$ cat src/design/cfp_pkg.sv
`timescale 1ns / 1ps
`default_nettype none

package cfp_pkg;

    // Queue between the front and the back part.
    localparam int Q_DEPTH = 4;
    localparam int QP_W    = 2;
    localparam int QC_W    = 3;

    // Width of the stored name length.
    localparam int NLEN_W = 5;

    // Jobs handed from the front to the back part.
    localparam logic [2:0] OP_INFO      = 3'd0;
    localparam logic [2:0] OP_KEY       = 3'd1;
    localparam logic [2:0] OP_STAT_NAME = 3'd2;
    localparam logic [2:0] OP_STAT_SIGN = 3'd3;
    localparam logic [2:0] OP_PAY       = 3'd4;

    // Result kinds.
    localparam logic [1:0] KIND_RESP = 2'd0;
    localparam logic [1:0] KIND_PAY  = 2'd1;
    localparam logic [1:0] KIND_KEY  = 2'd2;

    // Configuration register indexes.
    localparam logic [2:0] CFG_START    = 3'd0;
    localparam logic [2:0] CFG_GET_INFO = 3'd1;
    localparam logic [2:0] CFG_SET_NAME = 3'd2;
    localparam logic [2:0] CFG_GET_KEY  = 3'd3;
    localparam logic [2:0] CFG_SIGN     = 3'd4;
    localparam logic [2:0] CFG_VERSION  = 3'd5;

    typedef struct packed {
        logic [7:0]  start_byte;
        logic [7:0]  code_get_info;
        logic [7:0]  code_set_name;
        logic [7:0]  code_get_key;
        logic [7:0]  code_sign;
        logic [15:0] version_word;
    } t_cfg;

    typedef struct packed {
        logic [2:0]  op;
        logic [7:0]  data;
        logic        last;
        logic [10:0] mlen;
    } t_job;

    typedef struct packed {
        logic empty;
        logic full;
    } t_qstat;

endpackage

`default_nettype wire

$ cat src/design/cfp_queue.sv
`timescale 1ns / 1ps
`default_nettype none

module cfp_queue (
    input  wire             i_clk,
    input  wire             i_rst_n,
    input  wire             i_push,
    input  cfp_pkg::t_job   i_push_job,
    input  wire             i_pop,
    output cfp_pkg::t_job   o_head,
    output cfp_pkg::t_qstat o_stat
);
    import cfp_pkg::*;

    t_job             r_mem [Q_DEPTH];
    logic [QP_W-1:0]  r_wr_ptr;
    logic [QP_W-1:0]  r_rd_ptr;
    logic [QC_W-1:0]  r_count;

    always_ff @(posedge i_clk) begin
        if (i_push) begin
            r_mem[r_wr_ptr] <= i_push_job;
        end
    end

    always_ff @(posedge i_clk) begin
        if (!i_rst_n) begin
            r_wr_ptr <= '0;
            r_rd_ptr <= '0;
            r_count  <= '0;
        end else begin
            if (i_push) begin
                r_wr_ptr <= r_wr_ptr + 1'b1;
            end
            if (i_pop) begin
                r_rd_ptr <= r_rd_ptr + 1'b1;
            end
            if (i_push && !i_pop) begin
                r_count <= r_count + 1'b1;
            end else if (i_pop && !i_push) begin
                r_count <= r_count - 1'b1;
            end
        end
    end

    assign o_head       = r_mem[r_rd_ptr];
    assign o_stat.empty = (r_count == '0);
    assign o_stat.full  = (r_count == QC_W'(Q_DEPTH));

`ifndef SYNTHESIS
    a_no_overflow: assert property (@(posedge i_clk) disable iff (!i_rst_n)
        o_stat.full |-> !i_push)
        else $error("job queue written while full");

    a_no_underflow: assert property (@(posedge i_clk) disable iff (!i_rst_n)
        o_stat.empty |-> !i_pop)
        else $error("job queue read while empty");
`endif

endmodule

`default_nettype wire

$ cat src/design/cfp_front.sv
`timescale 1ns / 1ps
`default_nettype none

module cfp_front #(
    parameter int NAME_MIN = 3,
    parameter int NAME_MAX = 16,
    parameter int SIGN_MAX = 1024
) (
    input  wire                      i_clk,
    input  wire                      i_rst_n,
    input  cfp_pkg::t_cfg            i_cfg,
    input  wire                      i_in_valid,
    input  wire  [7:0]               i_rx_byte,
    output logic                     o_in_stall,
    input  cfp_pkg::t_qstat          i_qstat,
    input  wire                      i_back_busy,
    output logic                     o_push,
    output cfp_pkg::t_job            o_push_job,
    input  wire  [cfp_pkg::NLEN_W-1:0] i_name_idx,
    output logic [cfp_pkg::NLEN_W-1:0] o_name_len,
    output logic [7:0]               o_name_byte
);
    import cfp_pkg::*;

    localparam int IDX_W = (NAME_MAX > 1) ? $clog2(NAME_MAX) : 1;

    localparam logic [1:0] ST_IDLE  = 2'd0;
    localparam logic [1:0] ST_START = 2'd1;
    localparam logic [1:0] ST_CMD   = 2'd2;
    localparam logic [1:0] ST_DATA  = 2'd3;

    localparam logic [1:0] CMD_NAME    = 2'd0;
    localparam logic [1:0] CMD_SIGN_LO = 2'd1;
    localparam logic [1:0] CMD_PAY     = 2'd2;

    logic [1:0]        r_state, n_state;
    logic [1:0]        r_cmd, n_cmd;
    logic [15:0]       r_decl, n_decl;
    logic [15:0]       r_bc, n_bc;
    logic [7:0]        r_len_hi, n_len_hi;
    logic              r_ok, n_ok;
    logic [7:0]        r_staged [NAME_MAX];
    logic [7:0]        r_stored [NAME_MAX];
    logic [7:0]        n_stored [NAME_MAX];
    logic [NLEN_W-1:0] r_name_len;

    logic        w_acc;
    logic        w_commit_pt;
    logic        w_commit;
    logic        w_byte_ok;
    logic [15:0] w_bc_inc;
    logic [15:0] w_sign_len;

    function automatic logic is_alnum(input logic [7:0] c);
        // Lower case, upper case and decimal digits.
        return (c >= 8'h61 && c <= 8'h7A) || (c >= 8'h41 && c <= 8'h5A)
            || (c >= 8'h30 && c <= 8'h39);
    endfunction

    assign w_bc_inc    = r_bc + 16'd1;
    assign w_sign_len  = {r_len_hi, i_rx_byte};
    assign w_byte_ok   = r_ok && is_alnum(i_rx_byte);
    assign w_commit_pt = (r_state == ST_DATA) && (r_cmd == CMD_NAME) && (w_bc_inc >= r_decl);

    // The final name byte waits until the back part has drained, so that a
    // pending info frame still reads the old name.
    assign o_in_stall = i_qstat.full
        || (w_commit_pt && !(i_qstat.empty && !i_back_busy));
    assign w_acc      = i_in_valid && !o_in_stall;
    assign w_commit   = w_acc && w_commit_pt && w_byte_ok;

    always_comb begin
        n_state    = r_state;
        n_cmd      = r_cmd;
        n_decl     = r_decl;
        n_bc       = r_bc;
        n_len_hi   = r_len_hi;
        n_ok       = r_ok;
        o_push     = 1'b0;
        o_push_job = '0;
        if (w_acc) begin
            case (r_state)
                ST_IDLE: begin
                    if (i_rx_byte == i_cfg.start_byte) begin
                        n_state = ST_START;
                    end
                end
                ST_START: begin
                    n_state = ST_IDLE;
                    if (i_rx_byte == i_cfg.code_get_info) begin
                        o_push        = 1'b1;
                        o_push_job.op = OP_INFO;
                    end else if (i_rx_byte == i_cfg.code_set_name) begin
                        n_cmd   = CMD_NAME;
                        n_state = ST_CMD;
                    end else if (i_rx_byte == i_cfg.code_get_key) begin
                        o_push        = 1'b1;
                        o_push_job.op = OP_KEY;
                    end else if (i_rx_byte == i_cfg.code_sign) begin
                        n_cmd   = CMD_SIGN_LO;
                        n_state = ST_CMD;
                    end
                end
                ST_CMD: begin
                    if (r_cmd == CMD_NAME) begin
                        if (i_rx_byte < 8'(NAME_MIN) || i_rx_byte > 8'(NAME_MAX)) begin
                            o_push          = 1'b1;
                            o_push_job.op   = OP_STAT_NAME;
                            o_push_job.data = 8'd1;
                            n_state         = ST_IDLE;
                        end else begin
                            n_decl  = {8'd0, i_rx_byte};
                            n_bc    = '0;
                            n_ok    = 1'b1;
                            n_state = ST_DATA;
                        end
                    end else begin
                        n_len_hi = i_rx_byte;
                        n_cmd    = CMD_SIGN_LO;
                        n_bc     = '0;
                        n_state  = ST_DATA;
                    end
                end
                default: begin
                    if (r_cmd == CMD_NAME) begin
                        n_ok = w_byte_ok;
                        n_bc = w_bc_inc;
                        if (w_commit_pt) begin
                            o_push          = 1'b1;
                            o_push_job.op   = OP_STAT_NAME;
                            o_push_job.data = w_byte_ok ? 8'd0 : 8'd1;
                            n_state         = ST_IDLE;
                        end
                    end else if (r_cmd == CMD_SIGN_LO) begin
                        if (w_sign_len == '0 || w_sign_len > 16'(SIGN_MAX)) begin
                            o_push          = 1'b1;
                            o_push_job.op   = OP_STAT_SIGN;
                            o_push_job.data = 8'd1;
                            n_state         = ST_IDLE;
                        end else begin
                            n_decl = w_sign_len;
                            n_bc   = '0;
                            n_cmd  = CMD_PAY;
                        end
                    end else begin
                        n_bc            = w_bc_inc;
                        o_push          = 1'b1;
                        o_push_job.op   = OP_PAY;
                        o_push_job.data = i_rx_byte;
                        o_push_job.last = (w_bc_inc >= r_decl);
                        o_push_job.mlen = r_decl[10:0];
                        if (w_bc_inc >= r_decl) begin
                            n_state = ST_IDLE;
                        end
                    end
                end
            endcase
        end
    end

    // New name: staged bytes, the final byte in its place, zero beyond.
    always_comb begin
        for (int k = 0; k < NAME_MAX; k++) begin
            if (16'(k) < r_decl) begin
                n_stored[k] = (16'(k) == r_bc) ? i_rx_byte : r_staged[k];
            end else begin
                n_stored[k] = 8'd0;
            end
        end
    end

    always_ff @(posedge i_clk) begin
        if (w_acc && r_state == ST_DATA && r_cmd == CMD_NAME && r_bc < 16'(NAME_MAX)) begin
            r_staged[r_bc[IDX_W-1:0]] <= i_rx_byte;
        end
    end

    always_ff @(posedge i_clk) begin
        if (!i_rst_n) begin
            r_state    <= ST_IDLE;
            r_cmd      <= CMD_NAME;
            r_decl     <= '0;
            r_bc       <= '0;
            r_len_hi   <= '0;
            r_ok       <= 1'b1;
            r_name_len <= '0;
            for (int k = 0; k < NAME_MAX; k++) begin
                r_stored[k] <= 8'd0;
            end
        end else begin
            r_state  <= n_state;
            r_cmd    <= n_cmd;
            r_decl   <= n_decl;
            r_bc     <= n_bc;
            r_len_hi <= n_len_hi;
            r_ok     <= n_ok;
            if (w_commit) begin
                r_name_len <= r_decl[NLEN_W-1:0];
                for (int k = 0; k < NAME_MAX; k++) begin
                    r_stored[k] <= n_stored[k];
                end
            end
        end
    end

    assign o_name_len  = r_name_len;
    assign o_name_byte = r_stored[i_name_idx[IDX_W-1:0]];

`ifndef SYNTHESIS
    a_commit_len: assert property (@(posedge i_clk) disable iff (!i_rst_n)
        w_commit |=> (r_name_len >= NLEN_W'(NAME_MIN) && r_name_len <= NLEN_W'(NAME_MAX)))
        else $error("committed name length out of range");
`endif

endmodule

`default_nettype wire

$ cat src/design/cfp_back.sv
`timescale 1ns / 1ps
`default_nettype none

module cfp_back (
    input  wire                        i_clk,
    input  wire                        i_rst_n,
    input  cfp_pkg::t_cfg              i_cfg,
    input  cfp_pkg::t_qstat            i_qstat,
    input  cfp_pkg::t_job              i_head,
    output logic                       o_pop,
    output logic                       o_busy,
    output logic [cfp_pkg::NLEN_W-1:0] o_name_idx,
    input  wire  [cfp_pkg::NLEN_W-1:0] i_name_len,
    input  wire  [7:0]                 i_name_byte,
    output logic                       o_out_valid,
    input  wire                        i_out_stall,
    output logic [1:0]                 o_kind,
    output logic [7:0]                 o_value,
    output logic                       o_last,
    output logic [10:0]                o_message_length
);
    import cfp_pkg::*;

    logic              r_busy;
    t_job              r_job;
    logic [NLEN_W-1:0] r_step;
    logic              r_out_valid;
    logic [1:0]        r_kind;
    logic [7:0]        r_value;
    logic              r_last;
    logic [10:0]       r_mlen;

    logic              w_out_free;
    logic              w_emit;
    logic              w_done;
    logic [1:0]        w_kind;
    logic [7:0]        w_value;
    logic              w_last;
    logic [10:0]       w_mlen;
    logic [NLEN_W:0]   w_info_end;
    logic [7:0]        w_stat_code;

    assign w_out_free = !r_out_valid || !i_out_stall;
    assign w_emit     = r_busy && w_out_free;
    assign o_pop      = !r_busy && !i_qstat.empty;
    assign o_busy     = r_busy;
    // Name bytes follow the five header bytes of an info frame.
    assign o_name_idx = r_step - NLEN_W'(5);
    assign w_info_end = (NLEN_W + 1)'(4) + {1'b0, i_name_len};
    assign w_stat_code = (r_job.op == OP_STAT_SIGN) ? i_cfg.code_sign : i_cfg.code_set_name;

    always_comb begin
        w_kind  = KIND_RESP;
        w_value = 8'd0;
        w_last  = 1'b0;
        w_mlen  = '0;
        w_done  = 1'b1;
        case (r_job.op)
            OP_INFO: begin
                w_done = ({1'b0, r_step} == w_info_end);
                case (r_step)
                    NLEN_W'(0): w_value = i_cfg.start_byte;
                    NLEN_W'(1): w_value = i_cfg.code_get_info;
                    NLEN_W'(2): w_value = i_cfg.version_word[15:8];
                    NLEN_W'(3): w_value = i_cfg.version_word[7:0];
                    NLEN_W'(4): begin
                        w_value = 8'(i_name_len);
                        w_last  = (i_name_len == '0);
                    end
                    default: begin
                        w_value = i_name_byte;
                        w_last  = w_done;
                    end
                endcase
            end
            OP_STAT_NAME, OP_STAT_SIGN: begin
                w_done = (r_step == NLEN_W'(2));
                case (r_step)
                    NLEN_W'(0): w_value = i_cfg.start_byte;
                    NLEN_W'(1): w_value = w_stat_code;
                    default: begin
                        w_value = r_job.data;
                        w_last  = 1'b1;
                    end
                endcase
            end
            OP_KEY: begin
                w_kind = KIND_KEY;
            end
            OP_PAY: begin
                w_kind  = KIND_PAY;
                w_value = r_job.data;
                w_last  = r_job.last;
                w_mlen  = r_job.mlen;
            end
            default: begin
                w_done = 1'b1;
            end
        endcase
    end

    always_ff @(posedge i_clk) begin
        if (o_pop) begin
            r_job <= i_head;
        end
        if (w_emit) begin
            r_kind  <= w_kind;
            r_value <= w_value;
            r_last  <= w_last;
            r_mlen  <= w_mlen;
        end
    end

    always_ff @(posedge i_clk) begin
        if (!i_rst_n) begin
            r_busy      <= 1'b0;
            r_step      <= '0;
            r_out_valid <= 1'b0;
        end else begin
            if (o_pop) begin
                r_busy <= 1'b1;
                r_step <= '0;
            end else if (w_emit) begin
                r_step <= r_step + 1'b1;
                if (w_done) begin
                    r_busy <= 1'b0;
                end
            end
            if (w_emit) begin
                r_out_valid <= 1'b1;
            end else if (w_out_free) begin
                r_out_valid <= 1'b0;
            end
        end
    end

    assign o_out_valid      = r_out_valid;
    assign o_kind           = r_kind;
    assign o_value          = r_value;
    assign o_last           = r_last;
    assign o_message_length = r_mlen;

`ifndef SYNTHESIS
    a_key_plain: assert property (@(posedge i_clk) disable iff (!i_rst_n)
        (r_out_valid && r_kind == KIND_KEY) |-> (r_value == 8'd0 && !r_last))
        else $error("key request carries data");

    a_mlen_payload: assert property (@(posedge i_clk) disable iff (!i_rst_n)
        (r_out_valid && r_kind != KIND_PAY) |-> (r_mlen == '0))
        else $error("message length on a non-payload beat");
`endif

endmodule

`default_nettype wire

$ cat src/design/command_frame_parser_unit.sv
// The first result of a byte passes the job queue, the back part's job register and the output
// register. One byte a cycle goes in unless the input stalls; the back part pops no new job
// until its last is through, then sends one result a cycle unless the output stalls.
// The four-entry job queue stalls input when full; a committing name byte waits for the back part.
// Reset is synchronous and active low; the stored name resets empty, staged bytes are not reset.
`timescale 1ns / 1ps
`default_nettype none

module command_frame_parser_unit #(
    parameter int NAME_MIN = 3,
    parameter int NAME_MAX = 16,
    parameter int SIGN_MAX = 1024
) (
    input  wire         i_clk,
    input  wire         i_rst_n,
    input  wire         i_in_valid,
    output logic        o_in_stall,
    input  wire  [7:0]  i_rx_byte,
    output logic        o_out_valid,
    input  wire         i_out_stall,
    output logic [1:0]  o_kind,
    output logic [7:0]  o_value,
    output logic        o_last,
    output logic [10:0] o_message_length,
    input  wire         i_cfg_valid,
    output logic        o_cfg_ready,
    input  wire  [2:0]  i_cfg_index,
    input  wire  [15:0] i_cfg_data
);
    import cfp_pkg::*;

    t_cfg              r_cfg;
    t_job              w_push_job;
    t_job              w_head;
    t_qstat            w_qstat;
    logic              w_push;
    logic              w_pop;
    logic              w_back_busy;
    logic [NLEN_W-1:0] w_name_idx;
    logic [NLEN_W-1:0] w_name_len;
    logic [7:0]        w_name_byte;

    assign o_cfg_ready = 1'b1;

    always_ff @(posedge i_clk) begin
        if (!i_rst_n) begin
            r_cfg.start_byte    <= 8'hA5;
            r_cfg.code_get_info <= 8'd1;
            r_cfg.code_set_name <= 8'd2;
            r_cfg.code_get_key  <= 8'd3;
            r_cfg.code_sign     <= 8'd4;
            r_cfg.version_word  <= 16'd0;
        end else if (i_cfg_valid && o_cfg_ready) begin
            case (i_cfg_index)
                CFG_START:    r_cfg.start_byte    <= i_cfg_data[7:0];
                CFG_GET_INFO: r_cfg.code_get_info <= i_cfg_data[7:0];
                CFG_SET_NAME: r_cfg.code_set_name <= i_cfg_data[7:0];
                CFG_GET_KEY:  r_cfg.code_get_key  <= i_cfg_data[7:0];
                CFG_SIGN:     r_cfg.code_sign     <= i_cfg_data[7:0];
                CFG_VERSION:  r_cfg.version_word  <= i_cfg_data;
                default: begin
                end
            endcase
        end
    end

    cfp_front #(
        .NAME_MIN (NAME_MIN),
        .NAME_MAX (NAME_MAX),
        .SIGN_MAX (SIGN_MAX)
    ) u_front (
        .i_clk       (i_clk),
        .i_rst_n     (i_rst_n),
        .i_cfg       (r_cfg),
        .i_in_valid  (i_in_valid),
        .i_rx_byte   (i_rx_byte),
        .o_in_stall  (o_in_stall),
        .i_qstat     (w_qstat),
        .i_back_busy (w_back_busy),
        .o_push      (w_push),
        .o_push_job  (w_push_job),
        .i_name_idx  (w_name_idx),
        .o_name_len  (w_name_len),
        .o_name_byte (w_name_byte)
    );

    cfp_queue u_queue (
        .i_clk      (i_clk),
        .i_rst_n    (i_rst_n),
        .i_push     (w_push),
        .i_push_job (w_push_job),
        .i_pop      (w_pop),
        .o_head     (w_head),
        .o_stat     (w_qstat)
    );

    cfp_back u_back (
        .i_clk            (i_clk),
        .i_rst_n          (i_rst_n),
        .i_cfg            (r_cfg),
        .i_qstat          (w_qstat),
        .i_head           (w_head),
        .o_pop            (w_pop),
        .o_busy           (w_back_busy),
        .o_name_idx       (w_name_idx),
        .i_name_len       (w_name_len),
        .i_name_byte      (w_name_byte),
        .o_out_valid      (o_out_valid),
        .i_out_stall      (i_out_stall),
        .o_kind           (o_kind),
        .o_value          (o_value),
        .o_last           (o_last),
        .o_message_length (o_message_length)
    );

endmodule

`default_nettype wire

$ cat config.mk
export PLATFORM = sky130hd
export DESIGN_NAME = command_frame_parser_unit
export DESIGN_NICKNAME = d
export VERILOG_FILES = /design/src/design/cfp_pkg.sv /design/src/design/cfp_queue.sv /design/src/design/cfp_front.sv /design/src/design/cfp_back.sv /design/src/design/command_frame_parser_unit.sv
export SDC_FILE = /design/constraint.sdc
export NUM_CORES = 1
export LEC_CHECK = 0
export BUFFER_PORTS_ARGS = -buffer_cell sky130_fd_sc_hd__buf_2
export CORE_MARGIN = 2
export CORE_UTILIZATION = 50
export DETAILED_ROUTE_END_ITERATION = 8
export GPL_TIMING_DRIVEN = 1
export PLACE_DENSITY = 0.74
export SYNTH_ARGS = -nofsm -noshare
export SYNTH_HDL_FRONTEND = slang
export SYNTH_SLANG_ARGS = --single-unit
$ cat constraint.sdc
create_clock -name i_clk -period 19.4 [get_ports i_clk]
set_input_delay 2.91 -clock i_clk [delete_from_list [all_inputs] [get_ports i_clk]]
set_output_delay 2.91 -clock i_clk [all_outputs]
set_load 0.005 [all_outputs]
Word-level counts from Yosys, hierarchy flattened --
Memories as Yosys holds them, arrays and structs flattened. A register that Yosys moved wholly into a read port is not among the register bits. Index checks and enable logic that the tools add are counted.
Word-level totals: register bits after elaboration 142, memory bits (writable) 348, bits of input ports 32, word-level logic and storage cells 339, memories 3
Memories:
- u_front.r_staged | words 16, bits a word 8, read ports 16, clocked after memory_dff 0, write ports 1, RTL line cfp_front.sv:42 | logic [7:0] r_staged [NAME_MAX];
- u_front.r_stored | words 16, bits a word 8, read ports 1, clocked after memory_dff 0, write ports 16, RTL line cfp_front.sv:43 | logic [7:0] r_stored [NAME_MAX];
- u_queue.r_mem | words 4, bits a word 23, read ports 1, clocked after memory_dff 1, write ports 1, RTL line cfp_queue.sv:15 | t_job r_mem [Q_DEPTH];
Operators by class: add/subtract/negate cells 8, order comparisons 27, equal/unequal tests 54, mux-type cells 137, bitwise operators 20, reductions and logical operators 67
Operator list (number):
- $mux 8 | 49
- $mux 16 | 10
- $eq 4x16->1 const A | 8
- $lt 4x16->1 const A | 8
- $eq 3x16->1 const A | 4
- $lt 3x16->1 const A | 4
- $pmux 16 s2 | 2
- $eq 8x8->1 | 5
- $mux 2 | 20
- $pmux 8 s5 | 1
- $mux 12 | 3
- $mux 11 | 3
- $eq 2x16->1 const A | 2
- $logic_not 16->1 | 2
- $lt 1x16->1 const A | 2
- $lt 2x16->1 const A | 2
- $pmux 8 s2 | 2
- $mux 10 | 3
- $mux 1 | 29
- $pmux 8 s3 | 1
- $mux 23 | 1
- $logic_and 1x1->1 | 18
- $add 16x1->16 const B | 1
- $eq 1x16->1 const A | 1
- other kinds (57) | 132

Logic depth before layout (Yosys ltp) --
word-level depth 13, mapped depth 21, gate-level depth less buffers 19

By module --
From an unflattened synthesis, not the netlist that was laid out.
Second synthesis, totals: cells, all modules 1747, area, all modules 23351.1 um^2
By module, submodules not included:
- cfp_front | instances 1, cells each 1146, area an instance 14635.3 um^2
- cfp_queue | instances 1, cells each 163, area an instance 3798.6 um^2
- cfp_back | instances 1, cells each 224, area an instance 2747.6 um^2
- command_frame_parser_unit | instances 1, cells each 214, area an instance 2169.6 um^2

Least setup slack after synthesis --
Ideal clock, no wire load.
path type input port to flip-flop, start point input port i_rx_byte[6], end point memory u_front.r_stored[0][0] (enable), setup time 0.481 ns, arrival 6.547 ns, required time 18.919 ns, slack 12.372 ns, stages 8, path buffers 1, cell sequence clkbuf_1 nand2b_1 a21o_1 a21oi_1 o21ai_0 nor3_1 nor2_1 inv_1
RTL lines:
- start: declaration | RTL line command_frame_parser_unit.sv:18 | input wire [7:0] i_rx_byte,
- end: declaration | RTL line cfp_front.sv:43

Worst setup path in the final report --
start point register u_front.r_bc[0], end point output port o_in_stall
On the way: longest elaborated chain between the ends 5
RTL lines:
- start: declaration | RTL line cfp_front.sv:39 | logic [15:0] r_bc, n_bc;
- start signal: assignment | RTL line cfp_front.sv:194 | r_bc <= n_bc;
- $add 16x1->16 | RTL line cfp_front.sv:60 | assign w_bc_inc = r_bc + 16'd1;
- $ge 16x16->1 | RTL line cfp_front.sv:63 | assign w_commit_pt = (r_state == ST_DATA) && (r_cmd == CMD_NAME) && (w_bc_inc >= r_decl);
- $logic_and 1x1->1 | RTL line cfp_front.sv:63
- $logic_and 1x1->1 | RTL line cfp_front.sv:68 | || (w_commit_pt && !(i_qstat.empty && !i_back_busy));
- $logic_or 1x1->1 | RTL line cfp_front.sv:68
- end: declaration | RTL line command_frame_parser_unit.sv:17 | output logic o_in_stall,
No other way between the ends.

==> flow_summary_export.csv <==
group,metric,value,unit
critical_path,reg2reg_slack,13.65,ns
die,core,45280,um^2
drt,drc,1,
final_layout,final_cell_area,25430,um^2
logic_synthesis,synth_cell_types,75,
global_routing,grt_overflow,0,
logic_synthesis,syn_area,22870,um^2
logic_synthesis,ys_seq_area_share,62.09,%
drt,wl,54700,um
critical_path,worst_ep_arrival_time,4.44,ns
status,violations,"DRC",
timing,max_clock_freq,136.0,MHz
placement,place.gp.congestion,0.8955,
final_layout,regArea,14200,um^2
die,die_y,217.9,um
timing,tightestPinTransition,1.191,ns
final_layout,final_layout_size_suffix_gt1_share,13.37,%
placement,io_buffers,55,
timing,finalMaxSlewViolations,0,
die,dieWidth,217.9,um
run,cap_viol_max_count,0,
final_layout,n_antenna_cell,0,
clocking,insertion_delay,0.61,ns
final_layout,fillerInstances,3656,
critical_path,critPathMaxStageDelay,0.58,ns
global_routing,grt_pass1_vias,14430,
critical_path,worst_setup_path_start_kind,"flip-flop",
drt,vias_per_cell,5.880,
clocking,cts_tree,"done",
clocking,cts_buffer_depth,3,
pwr,p_leak,8.660,nW
critical_path,crit_chain,"ha_1, nand3_1, nor2_1, and3_1, nand3_1, xnor2_1, ha_1, a21oi_1, a21boi_0, or4_1, o211ai_2, nand2_1, buf_2",
logic_synthesis,async_reset_ff_share,0,%
global_routing,grt_pass1_wl,84450,um
critical_path,cp.required,16.49,ns
logic_synthesis,synth_edf_count,393,
placement,placed_area,23730,um^2
timing,fin_crit_sh,37.91,%
critical_path,rr_worst_depth,14,
clocking,cts-root-buf,"clkbuf_16",
drt,drt_iter0_drc,1509,
global_routing,grt_max_degree,90,
final_layout,final_nets,1891,
final_layout,layout.cells.non_filler,2462,
clocking,cts_max_level,2,
clocking,cts_made_buffers,52,
critical_path,rr_startpoint,"u_front.r_bc[0]",
drt,dr.pass1.iters,8,
drt,routedWlPerCell,22.22,um
global_routing,antenna_found_initial,1,
drt,ant_nets,0,
logic_synthesis,synth-main-ff-cell,"edfxtp_1",
logic_synthesis,yosys.area.top_type,"edfxtp_1",
pwr,power.density,106.4,nW/um^2
final_layout,multi_input_area,8149,um^2
logic_synthesis,synth_seq_cells,513,
critical_path,cp_max_fo,9,
clocking,path_clk_slew,0.06,ns
critical_path,r2r-end,"u_front.r_staged[12][4]",
status,outcome,"complete, but fails checks",
min_path,holdCritPathClass,"flip-flop to flip-flop",
global_routing,grtUsageTotal,23.36,%
final_layout,final_common_cell,"edfxtp_1",
critical_path,critPathSlowestCell,"or4_1",
die,die_area,47480,um^2
clocking,cts-resized-gates,0,
timing,fin_tns_setup,0,ns
clocking,numClockSinks,513,
placement,dp_hpwl,35800,um
pwr,ir_drop,0.0001106,V
min_path,hold_end,"r_cfg[2]",
logic_synthesis,syn-instance-count,1781,
timing,rsz0062_at_grt,"false",
final_layout,layout_common_cells,"edfxtp_1 (393), nand2_1 (192), nor2_1 (184)",
placement,placed_cells,2365,
die,io_pins,57,
logic_synthesis,syn_nets,1853,
clocking,ctsHoldBuffers,0,
timing,hold_viol,0,
drt,vias,14480,
die,num_rows,78,
logic_synthesis,netlist.area_leader.share,51.59,%
final_layout,area.growth.synth_to_final,11.17,%
logic_synthesis,yosysWarningCount,0,
timing,finalCriticalPeriod,7.354,ns
critical_path,end_kind,"primary output",
timing,holdWs,0.4589,ns
min_path,hold_start,"r_cfg[2]",
timing,setup_violations,0,
clocking,post_cts.repair.setup_buffers,0,
critical_path,critPathKind,"flip-flop to primary output",
logic_synthesis,yosys-top-cells-area,"edfxtp_1 (52%), dfxtp_1 (11%), mux2i_1 (6.8%), mux4_2 (5.7%), nand2_1 (3.2%)",
min_path,holdPathStages,2,
logic_synthesis,synth.avg_cell_area,12.84,um^2
final_layout,final_util,56.16,%
timing,slew_headroom,20.48,%
timing,fin_skew,0.01889,ns
die,initial_utilization,50.51,%
[routing by layer]
layer  vias up  track usage (%)  routed length, um
met2       617            37.78              25850
li1       6647                -                  -
met3       116            4.672               4555
met4         2            8.571               1678
met1      7094            31.38              22600
met5         -                0                 14
[layout make-up]
| cell class | count | area share (%) |
|---|---|---|
| Clock inverter | 30 | 1.137 |
| Sequential cell | 513 | 55.86 |
| Timing Repair Buffer | 83 | 1.909 |
| Clock buffer | 67 | 5.540 |
| Tap cell | 600 | 2.952 |
| Multi-Input combinational cell | 1132 | 32.05 |
| Inverter | 37 | 0.5560 |
[power by group]
part	total, mW	leakage (nW)	switching (mW)	internal (mW)
sequential	1.29	4.63	0.0313	1.26
combinational	0.418	3.21	0.244	0.174
clock	1.00	0.820	0.420	0.580
total	2.71	8.66	0.696	2.01
[worst max-delay path by stage]
stage               slack, ns  cells past startpoint       startpoint                      to
global route            11.74                     13  u_front.r_bc[0]              o_in_stall
floorplan               12.37                      8     i_rx_byte[6]  u_front.r_stored[0][0]
global placement        12.89                     13     i_rx_byte[0]      u_queue.r_count[2]
CTS                     12.06                     13  u_front.r_bc[0]              o_in_stall
finish                  12.05                     13  u_front.r_bc[0]              o_in_stall
detailed placement      12.73                     13  u_front.r_bc[0]              o_in_stall
[synth_stat cells (3+ instances only)]
cell type and n:
a211oi_1 9, a21o_1 4, a21oi_1 73, a221o_1 5, a222oi_1 5, a22o_1 6, a22oi_1 11, a31oi_1 9
a41o_1 6, and2_1 43, and3_1 16, buf_1 13, buf_2 9, buf_4 3, clkbuf_1 72, clkinv_1 3
dfxtp_1 120, edfxtp_1 393, ha_1 39, inv_1 34, mux2_2 5, mux2i_1 155, mux4_2 58, nand2_1 192
nand2b_1 6, nand3_1 45, nand4_1 18, nor2_1 185, nor2b_1 9, nor3_1 39, nor4_1 14, o211a_1 4
o211ai_1 9, o21ai_0 39, o21ai_1 4, o21ai_2 4, o31ai_1 3, or3_1 6, xnor2_1 36, xor2_1 33
[through the flow]
| stage | power [mW] | setup slack, ns |
|---|---|---|
| 2_1_floorplan | 1.582 | 12.37 |
| 3_3_place_gp | 1.717 | 12.89 |
| 3_5_place_dp | 1.726 | 12.73 |
| 4_1_cts | 2.725 | 12.06 |
| 5_1_grt | 2.803 | 11.74 |
| 6_report | 2.705 | 12.05 |
[sequential cells by signal (all words and copies together) (netlist names), 2 cells and up]
name and count:
u_back.o_kind 2, u_back.o_message_length 11, u_queue.r_wr_ptr 2, r_cfg 56, u_front.r_staged 128, u_front.r_decl 16
u_front.r_state 2, u_front.o_name_len 5, u_front.r_bc 16, u_back.r_job 23, u_front.r_len_hi 8, u_queue.r_mem 92
u_queue.r_rd_ptr 2, u_back.o_value 8, u_front.r_cmd 2, u_queue.r_count 3, u_front.r_stored 128, u_back.r_step 5
[worst max-delay path, delay by kind of cell (launching register included)]
| family | cells | cell delay (ns) |
|---|---|---|
| adders and majority gates | 2 | 0.58 |
| and+or+nand+nor | 6 | 1.76 |
| DFF | 1 | 0.42 |
| AOI/OAI and AO/OA | 3 | 0.63 |
| buffers and inverters | 1 | 0.16 |
| xor gates and xnor gates | 1 | 0.27 |
[cell families after synthesis]
family	Yosys count	synth area share, %
other	1	0.01639
adder cells (fa/ha/maj)	40	2.221
AND/OR/NAND/NOR	590	11.71
AO/OA/AOI/OAI	214	6.181
flip-flops	513	62.09
buffers and inverters	136	2.396
multiplexers	218	12.74
XOR/XNOR	69	2.642
Note: power is estimated with default switching activity, not from simulation.
